### config.mk
export PLATFORM = sky130hd
export DESIGN_NAME = qn_sumsq
export DESIGN_NICKNAME = d
export VERILOG_FILES = /design/src/rtl/qn_pkg.sv /design/src/rtl/qn_sumsq.sv
export SDC_FILE = /design/constraint.sdc
export NUM_CORES = 2
export LEC_CHECK = 0
export BUFFER_PORTS_ARGS = -buffer_cell sky130_fd_sc_hd__buf_2
export CAP_MARGIN = 30
export CORE_ASPECT_RATIO = 2
export CORE_MARGIN = 2
export CORE_UTILIZATION = 40
export CTS_CLUSTER_DIAMETER = 60
export DETAILED_ROUTE_END_ITERATION = 7
export HOLD_SLACK_MARGIN = 0.15
export PLACE_DENSITY = 0.67
export SLEW_MARGIN = 20
export SYNTH_ARGS = -nofsm -noshare
export SYNTH_HDL_FRONTEND = slang
export SYNTH_SLANG_ARGS = --single-unit
### constraint.sdc
create_clock -name clk -period 19.1 [get_ports clk]
set_clock_uncertainty 0.15 [all_clocks]
set_input_delay 0.955 -clock clk [delete_from_list [all_inputs] [get_ports clk]]
set_output_delay 0.955 -clock clk [all_outputs]
set_load 0.005 [all_outputs]
### src/rtl/qn_pkg.sv
// ----------------------------------------------------------------------------
// qn_pkg: shared constants for the quaternion normalizer
// Fixed output formats and lane count used by the sum-of-squares stage, lanes, root unit and top.
// ----------------------------------------------------------------------------
package qn_pkg;

  localparam int LANES     = 4;    // x, y, z, w
  localparam int UNIT_W    = 16;   // Q1.14 unit component width
  localparam int UNIT_FRAC = 14;
  localparam int KW        = 16;   // width of 2x unit quotient, max 2^15
  localparam int MAG_W     = 17;   // magnitude field width
  localparam logic [MAG_W-1:0] MAG_MAX = 17'd131071;

endpackage

### src/rtl/qn_sumsq.sv
// ----------------------------------------------------------------------------
// qn_sumsq: component magnitudes, squares and sum of squares
// Stage 0 takes |c| and c^2 per lane; stage 1 adds the four squares.
// ----------------------------------------------------------------------------
module qn_sumsq #(
  parameter int W = 16
) (
  input  logic                   clk,
  input  logic [1:0]             en,
  input  logic [W-1:0]           comp   [4],
  output logic [2*W-1:0]         sq_out [4],
  output logic                   neg_out[4],
  output logic [2*W:0]           s_out,
  output logic                   zero_out
);
  import qn_pkg::*;

  logic [2*W-1:0] sq0  [LANES];
  logic           neg0 [LANES];

  for (genvar i = 0; i < LANES; i++) begin : g_lane
    logic         n;
    logic [W-1:0] m;
    assign n = comp[i][W-1];
    assign m = n ? (~comp[i] + W'(1)) : comp[i];
    always_ff @(posedge clk) begin
      if (en[0]) begin
        sq0[i]  <= (2*W)'(m) * (2*W)'(m);
        neg0[i] <= n;
      end
      if (en[1]) begin
        sq_out[i]  <= sq0[i];
        neg_out[i] <= neg0[i];
      end
    end
  end

  logic [2*W:0] sum;
  assign sum = (2*W+1)'(sq0[0]) + (2*W+1)'(sq0[1]) + (2*W+1)'(sq0[2])
             + (2*W+1)'(sq0[3]);

  always_ff @(posedge clk) begin
    if (en[1]) begin
      s_out    <= sum;
      zero_out <= (sum == '0);
    end
  end

endmodule

==> out/results.txt <==
Status -> finished clean
Synth Warn # -> 0
Routed via count -> 28.6k
First-pass GRT wire length -> 171 mm
Minimum clock period -> 9450 ps
Worst-Margin Slew -> 994 ps
DR iter-0 viols -> 1643
Gr usage total -> 0.218
Postcts setup bufs -> 0
Largest cells by area after synthesis -> fa_1 36%, edfxtp_1 22%, ha_1 13%
TritonRoute pass-1 iters -> 5
ANT nets after route -> 0
Cts repair resizes -> 0
Async S/R FF share, synth -> 0
Worst setup EP type -> flip-flop
Avg Cell Area, Syn -> 10.4 um^2
Post-Route WL -> 110 mm
Max cap viols -> 0
Worst setup path end -> sq0[3][31]
Reg2reg path depth -> 15
Crit path from -> comp[0]
Post-Syn Instances -> 3877
Worst R2R End -> zero_out
Crit-path slowest cell -> xor2_1
Final hold viol count -> 0
HP Class -> flip-flop to flip-flop
Slew HR -> 0.335
Inserted Clock Buffers -> 34
Die Ht -> 453 um
Cell Area, Synth -> 40200 um^2
Clock-pin slew on the worst setup and hold paths -> 60 ps
RSZ-0062 raised after global routing -> no
Setup TNS -> 0 ps
GPL Wtd Cong -> 0.958
Setup CP Type -> input port to flip-flop
Share of layout cells above drive strength 1 -> 0.0831
Number of port buffers -> 228
Starting Density -> 0.403
Leading area contributor after synthesis -> fa_1
Top cell type's share of synthesized area -> 0.356
Area Growth Syn to Fin -> 10.6%
Num rows -> 164
Wire length per cell -> 19.9 um
Fmax achieved -> 0.106 GHz
CTS tree -> yes
Skew-Pair Late Insertion Delay -> 590 ps
Crit path largest cell delay -> 640 ps
Largest net degree at the start of global routing -> 72
Seq/Total Area, Yosys -> 0.216
Gr ovfl total -> 0
Worst hold-check slack -> 268 ps
Max Slew Vio Count -> 0
Final period util -> 0.495
EDFF count, synth -> 290
Worst r2r src -> sq0[3][2]
Clock root buffer -> clkbuf_16
Synth Register Bits -> 290
Diodes inserted -> 0
H-tree Lvls -> 2
Antenna violations before repair -> 4
Core footprint -> 99700 um^2
Hold Buf Count CTS -> 0
Unique masters post-synth -> 71
Worst setup SP type -> input port
Clock Tree Buf Depth -> 3
Residual DRC -> 0
Nets -> 5371
Top_reg_cell synth -> edfxtp_1
Total I/O pin count -> 233
Vias per cell -> 5.17
Width of the die -> 228 um
Total clock sinks -> 290
Post-DP HPWL -> 93.8 mm
Required time of the critical path -> 19260 ps
Vias in the first global route -> 31.6k
Arrival time at the worst endpoint -> 9600 ps
Crit-path max FO -> 15
Setup Viol. Count Final -> 0
Die area -> 103000 um^2
Setup slack, reg-to-reg -> 13540 ps
==> worst max-delay path: cells and delay by family <==
family	cells	cell delay [ps]
AOI/OAI and AO/OA	8	2300
adders and majority gates	8	3570
buffers and inverters	8	1330
xor gates and xnor gates	2	730
and+or+nand+nor	4	710
==> sequential cells by signal, summed over array words and instances, names as in the netlist <==
register  flops
sq_out      124
zero_out      1
neg0          4
neg_out       4
sq0         124
s_out        33
==> worst min-delay path by stage <==
stage / startpoint / endpoint / slack, ps / depth (start not counted)
2_1_floorplan: neg0[3] / neg_out[0] / 250 / 0
3_3_place_gp: neg0[0] / neg_out[3] / 250 / 0
3_5_place_dp: neg0[3] / neg_out[0] / 260 / 0
4_1_cts: neg0[2] / neg_out[1] / 270 / 0
5_1_grt: neg0[2] / neg_out[1] / 270 / 0
6_report: neg0[2] / neg_out[1] / 270 / 0
==> area by class of cell <==
cell class                 count  area, um^2
fill                        9541       55200
multi-input combinational   2624       27900
sequential                   290        8710
inverter                     954        3580
tap                         1328        1660
timing repair buffer         269        1460
clock buffer                  35         855
clock inverter                26         307
==> stage by stage <==
step / instance area, um^2 / std cells / utilization / setup WS (ps)
5_1_grt: 44500 / 5526 / 0.446 / 9140
3_3_place_gp: 43300 / 5462 / 0.434 / 9400
3_5_place_dp: 43300 / 5462 / 0.434 / 9150
6_report: 44500 / 5526 / 0.446 / 9650
2_1_floorplan: 40400 / 3926 / - / 10170
4_1_cts: 44500 / 5523 / 0.446 / 9730
==> synthesized netlist by cell type (all sizes together) (3+ instances only) <==
| master | n |
|---|---|
| a21oi | 116 |
| or2 | 6 |
| nand4 | 11 |
| or4 | 13 |
| a311oi | 4 |
| o21a | 27 |
| nand2b | 24 |
| o311ai | 3 |
| a21boi | 4 |
| o21ai | 74 |
| xnor2 | 139 |
| a221o | 5 |
| a2111oi | 5 |
| nand3b | 4 |
| a31o | 6 |
| or3 | 11 |
| inv | 929 |
| and4 | 6 |
| ha | 416 |
| a211oi | 16 |
| o211ai | 8 |
| xor2 | 79 |
| nand2 | 316 |
| o21bai | 13 |
| o31ai | 15 |
| nor4 | 10 |
| o31a | 7 |
| edfxtp | 290 |
| nor2b | 13 |
| and3 | 15 |
| clkinv | 25 |
| a31oi | 14 |
| fa | 715 |
| clkbuf | 54 |
| nand3 | 19 |
| nor3 | 32 |
| a21o | 77 |
| o41ai | 7 |
| a211o | 5 |
| nor2 | 300 |
| and2 | 13 |
| buf | 4 |
==> layout by cell type, fill, tap and decap left out, drive strengths merged, types with 6 or more instances in the layout <==
cell type / netlist / routed
o21ai: 74 / 74
o21a: 27 / 27
a21oi: 116 / 116
nor4: 10 / 10
a21o: 77 / 77
and3: 15 / 15
nor2: 300 / 300
xor2: 79 / 79
a31oi: 14 / 14
nor2b: 13 / 13
clkbuf: 54 / 38
and4: 6 / 6
conb: 2 / 51
o21bai: 13 / 13
o31ai: 15 / 15
xnor2: 139 / 139
or2: 6 / 6
edfxtp: 290 / 290
fa: 715 / 715
buf: 4 / 266
o31a: 7 / 7
ha: 416 / 416
nand4: 11 / 11
or4: 13 / 13
and2: 13 / 13
nand2: 316 / 316
clkinv: 25 / 40
o211ai: 8 / 8
or3: 11 / 11
nand2b: 24 / 24
o41ai: 7 / 7
a211oi: 16 / 16
a31o: 6 / 6
inv: 929 / 932
nand3: 19 / 19
nor3: 32 / 32
==> kinds of logic (layout without fill, tap and decap cells) <==
kind of cell / count (synthesis) / after routing / synth area share
other: 2 / 51 / 0.000187
buffers and inverters: 1012 / 1284 / 0.0948
xor gates and xnor gates: 218 / 218 / 0.0475
AOI/OAI and AO/OA: 426 / 426 / 0.0704
and+or+nand+nor: 798 / 798 / 0.0856
adders and majority gates: 1131 / 1131 / 0.485
DFF: 290 / 290 / 0.216
==> per-layer routing <==
layer / vias up / GRT usage / part of all wire
met3: 316 / 0.0269 / 0.051
met4: 0 / 0.129 / 0.068
met1: 14600 / 0.233 / 0.35
li1: 12700 / - / -
met2: 961 / 0.409 / 0.53
met5: - / 0 / 0
Power is not shown: default switching activity piles up to over one toggle a cycle in this logic, so the estimate is an artifact.
