<file path="src/rtl/qn_pkg.sv">
// ----------------------------------------------------------------------------
// qn_pkg: shared constants for the quaternion normalizer
// Fixed output formats and lane count used by the sum-of-squares stage, lanes, root unit and top.
// ----------------------------------------------------------------------------
package qn_pkg;

  localparam int LANES     = 4;    // x, y, z, w
  localparam int UNIT_W    = 16;   // Q1.14 unit component width
  localparam int UNIT_FRAC = 14;
  localparam int KW        = 16;   // width of 2x unit quotient, max 2^15
  localparam int MAG_W     = 17;   // magnitude field width
  localparam logic [MAG_W-1:0] MAG_MAX = 17'd131071;

endpackage

</file>
<file path="src/rtl/qn_isqrt.sv">
// ----------------------------------------------------------------------------
// qn_isqrt: pipelined integer square root of the sum of squares
// One result bit per stage, then saturation to the 17-bit magnitude field.
// ----------------------------------------------------------------------------
module qn_isqrt #(
  parameter int W     = 16,
  parameter int NSTEP = 17
) (
  input  logic                      clk,
  input  logic [NSTEP-1:0]          en,
  input  logic [2*W:0]              s_in,
  output logic [qn_pkg::MAG_W-1:0]  mag_out
);
  import qn_pkg::*;

  localparam int SW = 2*W + 1;
  localparam int NB = W + 1;
  localparam int DW = 2*W + 3;
  localparam int CW = (NB > MAG_W) ? NB : MAG_W;

  logic [SW-1:0] rem  [NSTEP];
  logic [NB-1:0] root [NSTEP];

  for (genvar j = 0; j < NSTEP; j++) begin : g_stage
    logic [SW-1:0] r_i, r_n;
    logic [NB-1:0] q_i, q_n;

    if (j == 0) begin : g_first
      assign r_i = s_in;
      assign q_i = '0;
    end else begin : g_next
      assign r_i = rem[j-1];
      assign q_i = root[j-1];
    end

    if (j < NB) begin : g_rec
      localparam int B = NB - 1 - j;
      logic [DW-1:0] dif;
      always_comb begin
        dif = (DW'(q_i) << (B + 1)) + (DW'(1) << (2*B));
        if (DW'(r_i) >= dif) begin
          r_n = r_i - SW'(dif);
          q_n = q_i | (NB'(1) << B);
        end else begin
          r_n = r_i;
          q_n = q_i;
        end
      end
    end else begin : g_pass
      assign r_n = r_i;
      assign q_n = q_i;
    end

    always_ff @(posedge clk) begin
      if (en[j]) begin
        rem[j]  <= r_n;
        root[j] <= q_n;
      end
    end
  end

  logic [CW-1:0] root_ext;
  assign root_ext = CW'(root[NSTEP-1]);
  assign mag_out  = (root_ext > CW'(MAG_MAX)) ? MAG_MAX : root_ext[MAG_W-1:0];

endmodule

</file>
<file path="config.mk">
export PLATFORM = sky130hd
export DESIGN_NAME = qn_isqrt
export DESIGN_NICKNAME = d
export VERILOG_FILES = /design/src/rtl/qn_pkg.sv /design/src/rtl/qn_isqrt.sv
export SDC_FILE = /design/constraint.sdc
export NUM_CORES = 1
export LEC_CHECK = 0
export BUFFER_PORTS_ARGS = -buffer_cell sky130_fd_sc_hd__buf_2
export CORE_MARGIN = 5
export CORE_UTILIZATION = 50
export DETAILED_ROUTE_END_ITERATION = 6
export PLACE_DENSITY = 0.69
export SLEW_MARGIN = 20
export SYNTH_ARGS = -nofsm -noshare
export SYNTH_HDL_FRONTEND = slang
export SYNTH_SLANG_ARGS = --single-unit
</file>
<file path="constraint.sdc">
create_clock -name clk -period 3.7 [get_ports clk]
set_clock_uncertainty 0.2 [all_clocks]
set_input_delay 0.555 -clock clk [delete_from_list [all_inputs] [get_ports clk]]
set_output_delay 0.555 -clock clk [all_outputs]
set_load 0.01 [all_outputs]
</file>
==> reports/qor.txt <==
register area share after synthesis - 0.640
drt first pass iters - 5
largest net degree at the start of global routing - 50
Hold Startpoint - en[16]
Crit Path Category - register to register
Starting Density - 0.506
Final Hold Fails - 0
post-placement cell count - 3321
Critical R2R Launch - rem[0][445]$_DFFE_PP_
Pwr Density - 592 nW/µm²
P_leak - 13.7 nW
HP Class - input pin to register
DP Wirelength - 47900 µm
Finished Layout Cells - 3487
Inserted Diodes - 0
simple-gate share of the synthesized area - 0.110
Root Driver - clkbuf_16
fmax - 289 MHz
number of synthesis warnings - 0
CTS Buffer Depth - 3
worst path required time - 3.86 ns
# rows - 92
Die Area - 69100 µm²
Slew HR - 0.310
H-Tree Level Count - 3
Main synth FF type - edfxtp_1
die width - 263 µm
P&R area growth vs syn - 12.8%
setup TNS - 0 ns
CP endpoint kind - register
global route overflow - 0
nets - 2802
MaxCap Viol Count - 0
portion of netlist area occupied by mux cells - 0.0145
cells after synthesis - 2442
core area - 63200 µm²
clock sinks - 681
XOR/XNOR share of the synthesized area - 0.0534
drc violations - 0
cell area after synthesis - 32000 µm²
CP Max Fanout - 8
number of CTS-inserted buffers - 74
layout cells sized above 1 - 0.0992
Setup-failing EPs final - 0
largest family of logic cells by synthesized area - simple AND/OR/NAND/NOR gates
Worst R2R End - rem[0][494]$_DFFE_PP_
initial DRC count - 1384
ys async rst share - 0
routed len/inst - 18.4 µm
Hold EP - root[0][274]$_DFFE_PP_
Post-Synth Adder-Cell Area - 0.0656
final total power - 21.4 mW
PortBufs - 67
crit path launch type - register
Die Ht - 263 µm
Skew-Pair Late Insertion Delay - 0.63 ns
final RePlAce weighted congestion - 0.894
Max VDD drop - 0.427 mV
final worst path period need - 3.46 ns
number of I/O pins - 68
R2R cell count - 9
Slew @ Worst Pin - 1.03 ns
Post-synth EDFFs - 681
Final Max Slew Viols - 0
Final Cycle Share - 0.934
unrepaired setup endpoints after global routing - false
vias in the first global route - 19374
vias post-DR - 19219
initial antenna violation count - 0
Fill cells - 4954
Compound-Gate Fraction of Synth Area - 0.0852
#FFs+latches synth - 681
GRT Util Overall - 0.182
Post-CTS Setup Bufs - 0
Post-Syn Nets - 2660
global-route wire length before repair - 102000 µm
antenna-violating nets left - 0
Synth area leader - edfxtp_1
final hold slack - 0.179 ns
Arr. time, crit path - 3.62 ns
Vias/cell - 5.51
syn_area_per_cell - 13.1 µm²
hold depth - 1
CTS tree - done
reg-to-reg setup timing slack - 0.24 ns
Synth area leaders - edfxtp_1, ha_1, xnor2_1
Yosys cell types - 83
status - finished, final reports clean
Synth top area share - 0.640
Routed WL - 64200 µm
CTS clk-pin slew, worst paths - 0.06 ns
[cell type report]
cell class                      count  area, µm²  area share
Clock inverter                     46        517      0.0143
Inverter                          214        803      0.0223
Tap cell                          846       1060      0.0293
Sequential cell                   681      20400       0.567
Clock buffer                       87       1900      0.0527
Timing Repair Buffer              118        808      0.0224
Multi-Input combinational cell   1495      10500       0.292
[metal layers]
layer	vias to the layer above	wire [µm]	share of wire	track usage
met3	123	2330	0.036	0.0247
met1	9344	26200	0.41	0.220
met5	-	0	0	0
li1	9361	-	-	-
met4	0	2010	0.031	0.0659
met2	391	33700	0.52	0.334
[cell usage after synthesis, types with 4 or more instances]
| library cell | instances |
|---|---|
| nand3b_1 | 8 |
| a31oi_1 | 10 |
| edfxtp_1 | 681 |
| a21oi_1 | 121 |
| buf_2 | 14 |
| inv_1 | 214 |
| o21ai_0 | 131 |
| mux2_2 | 34 |
| o31a_1 | 4 |
| o2111ai_1 | 5 |
| nand4b_1 | 7 |
| nand3_1 | 23 |
| nand2b_1 | 35 |
| or4b_2 | 4 |
| xor2_1 | 93 |
| nor2_1 | 131 |
| o21a_1 | 36 |
| clkbuf_1 | 33 |
| nor4b_1 | 6 |
| mux2i_1 | 8 |
| and3_1 | 7 |
| a211oi_1 | 5 |
| o211ai_1 | 10 |
| nand4_1 | 32 |
| nor3b_1 | 4 |
| or3_1 | 28 |
| nor4_1 | 68 |
| nor3_1 | 68 |
| or2_2 | 9 |
| ha_1 | 166 |
| nor2b_1 | 26 |
| buf_1 | 4 |
| nand2_1 | 154 |
| xnor2_1 | 102 |
| a21o_1 | 36 |
| nor4_2 | 6 |
| o31ai_1 | 19 |
| o21bai_1 | 12 |
| or4_1 | 16 |
| a211o_1 | 4 |
[worst max-delay path by stage]
stage               cells past startpoint  slack (ns)               endpoint                   start
floorplan                              10        0.73  rem[0][283]$_DFFE_PP_   rem[0][249]$_DFFE_PP_
global placement                       10       -0.04  rem[0][428]$_DFFE_PP_   rem[0][378]$_DFFE_PP_
detailed placement                     10       -0.08  rem[0][428]$_DFFE_PP_   rem[0][378]$_DFFE_PP_
CTS                                    10         0.1  rem[0][428]$_DFFE_PP_   rem[0][378]$_DFFE_PP_
global route                           11        0.05  rem[0][455]$_DFFE_PP_  root[0][208]$_DFFE_PP_
finish                                  9        0.24  rem[0][494]$_DFFE_PP_   rem[0][445]$_DFFE_PP_
[state kept, by name, indices dropped and copies added (netlist names)]
name and flops:
rem 528, root 153
[kinds of logic (layout without fill, tap and decap cells)]
kind of cell / after synthesis / count (layout)
multiplexers: 42 / 42
flip-flops: 681 / 681
AO/OA/AOI/OAI: 432 / 432
AND/OR/NAND/NOR: 658 / 658
other: 1 / 1
adder cells (fa/ha/maj): 167 / 167
buffers and inverters: 266 / 465
XOR/XNOR: 195 / 195
[repair_timing]
| item | CTS | global route |
|---|---|---|
| hold endpoints to repair | 33 | 0 |
| setup endpoints to repair | 1 | 1 |
| resized for setup | 1 | 2 |
| gates cloned | 0 | 0 |
| hold buffers | 33 | 0 |
[per-stage QoR]
step	setup WS, ns	cell area [µm²]	utilization
after detailed placement	-0.0795	33300	0.527
after CTS	0.0977	36100	0.570
final	0.245	36100	0.571
after floorplan	0.733	32000	-
after global routing	0.0511	36100	0.571
after global placement	-0.0410	33300	0.527
[power breakdown]
group          internal [mW]  total (mW)  switching, mW  leakage [nW]
clock                   4.10        7.18           3.08          1.16
sequential              9.78        10.5          0.736          6.53
combinational           1.61        3.67           2.06          5.99
[cells in the final DEF, fill, tap and decap left out, types with 8 or more instances in the layout]
cell           Yosys  layout
or2_2              9       9
buf_2             14      64
clkinv_1           0      16
edfxtp_1         681     681
nor4_1            68      67
inv_1            214     214
o21a_1            36      36
a21oi_1          121     120
clkbuf_16          0      74
nand3b_1           8       8
nand4_1           32      32
a21o_1            36      36
o211ai_1          10      10
nor2b_1           26      26
buf_4              1      21
clkinv_2           0      11
o31ai_1           19      19
or3_1             28      28
clkbuf_1          33      13
nor2_1           131     131
dlygate4sd3_1      0      33
xor2_1            93      93
nand2b_1          35      35
nand3_1           23      23
a31oi_1           10      10
ha_1             166     166
or4_1             16      16
nand2_1          154     154
nor3_1            68      68
mux2_2            34      34
xnor2_1          102     102
o21ai_0          131     131
mux2i_1            8       8
o21bai_1          12      12
[worst max-delay path, stage by stage, from the launching register on]
cell and delay [ns]:
edfxtp_1 0.40, ha_1 0.39, nand3_1 0.19, or4b_1 0.56, nor4_2 0.26, nor4_2 0.09
a21boi_2 0.22, or3_1 0.56, nor3_1 0.23, xor2_1 0.10
No activity file was read; power rests on OpenSTA's default activity.
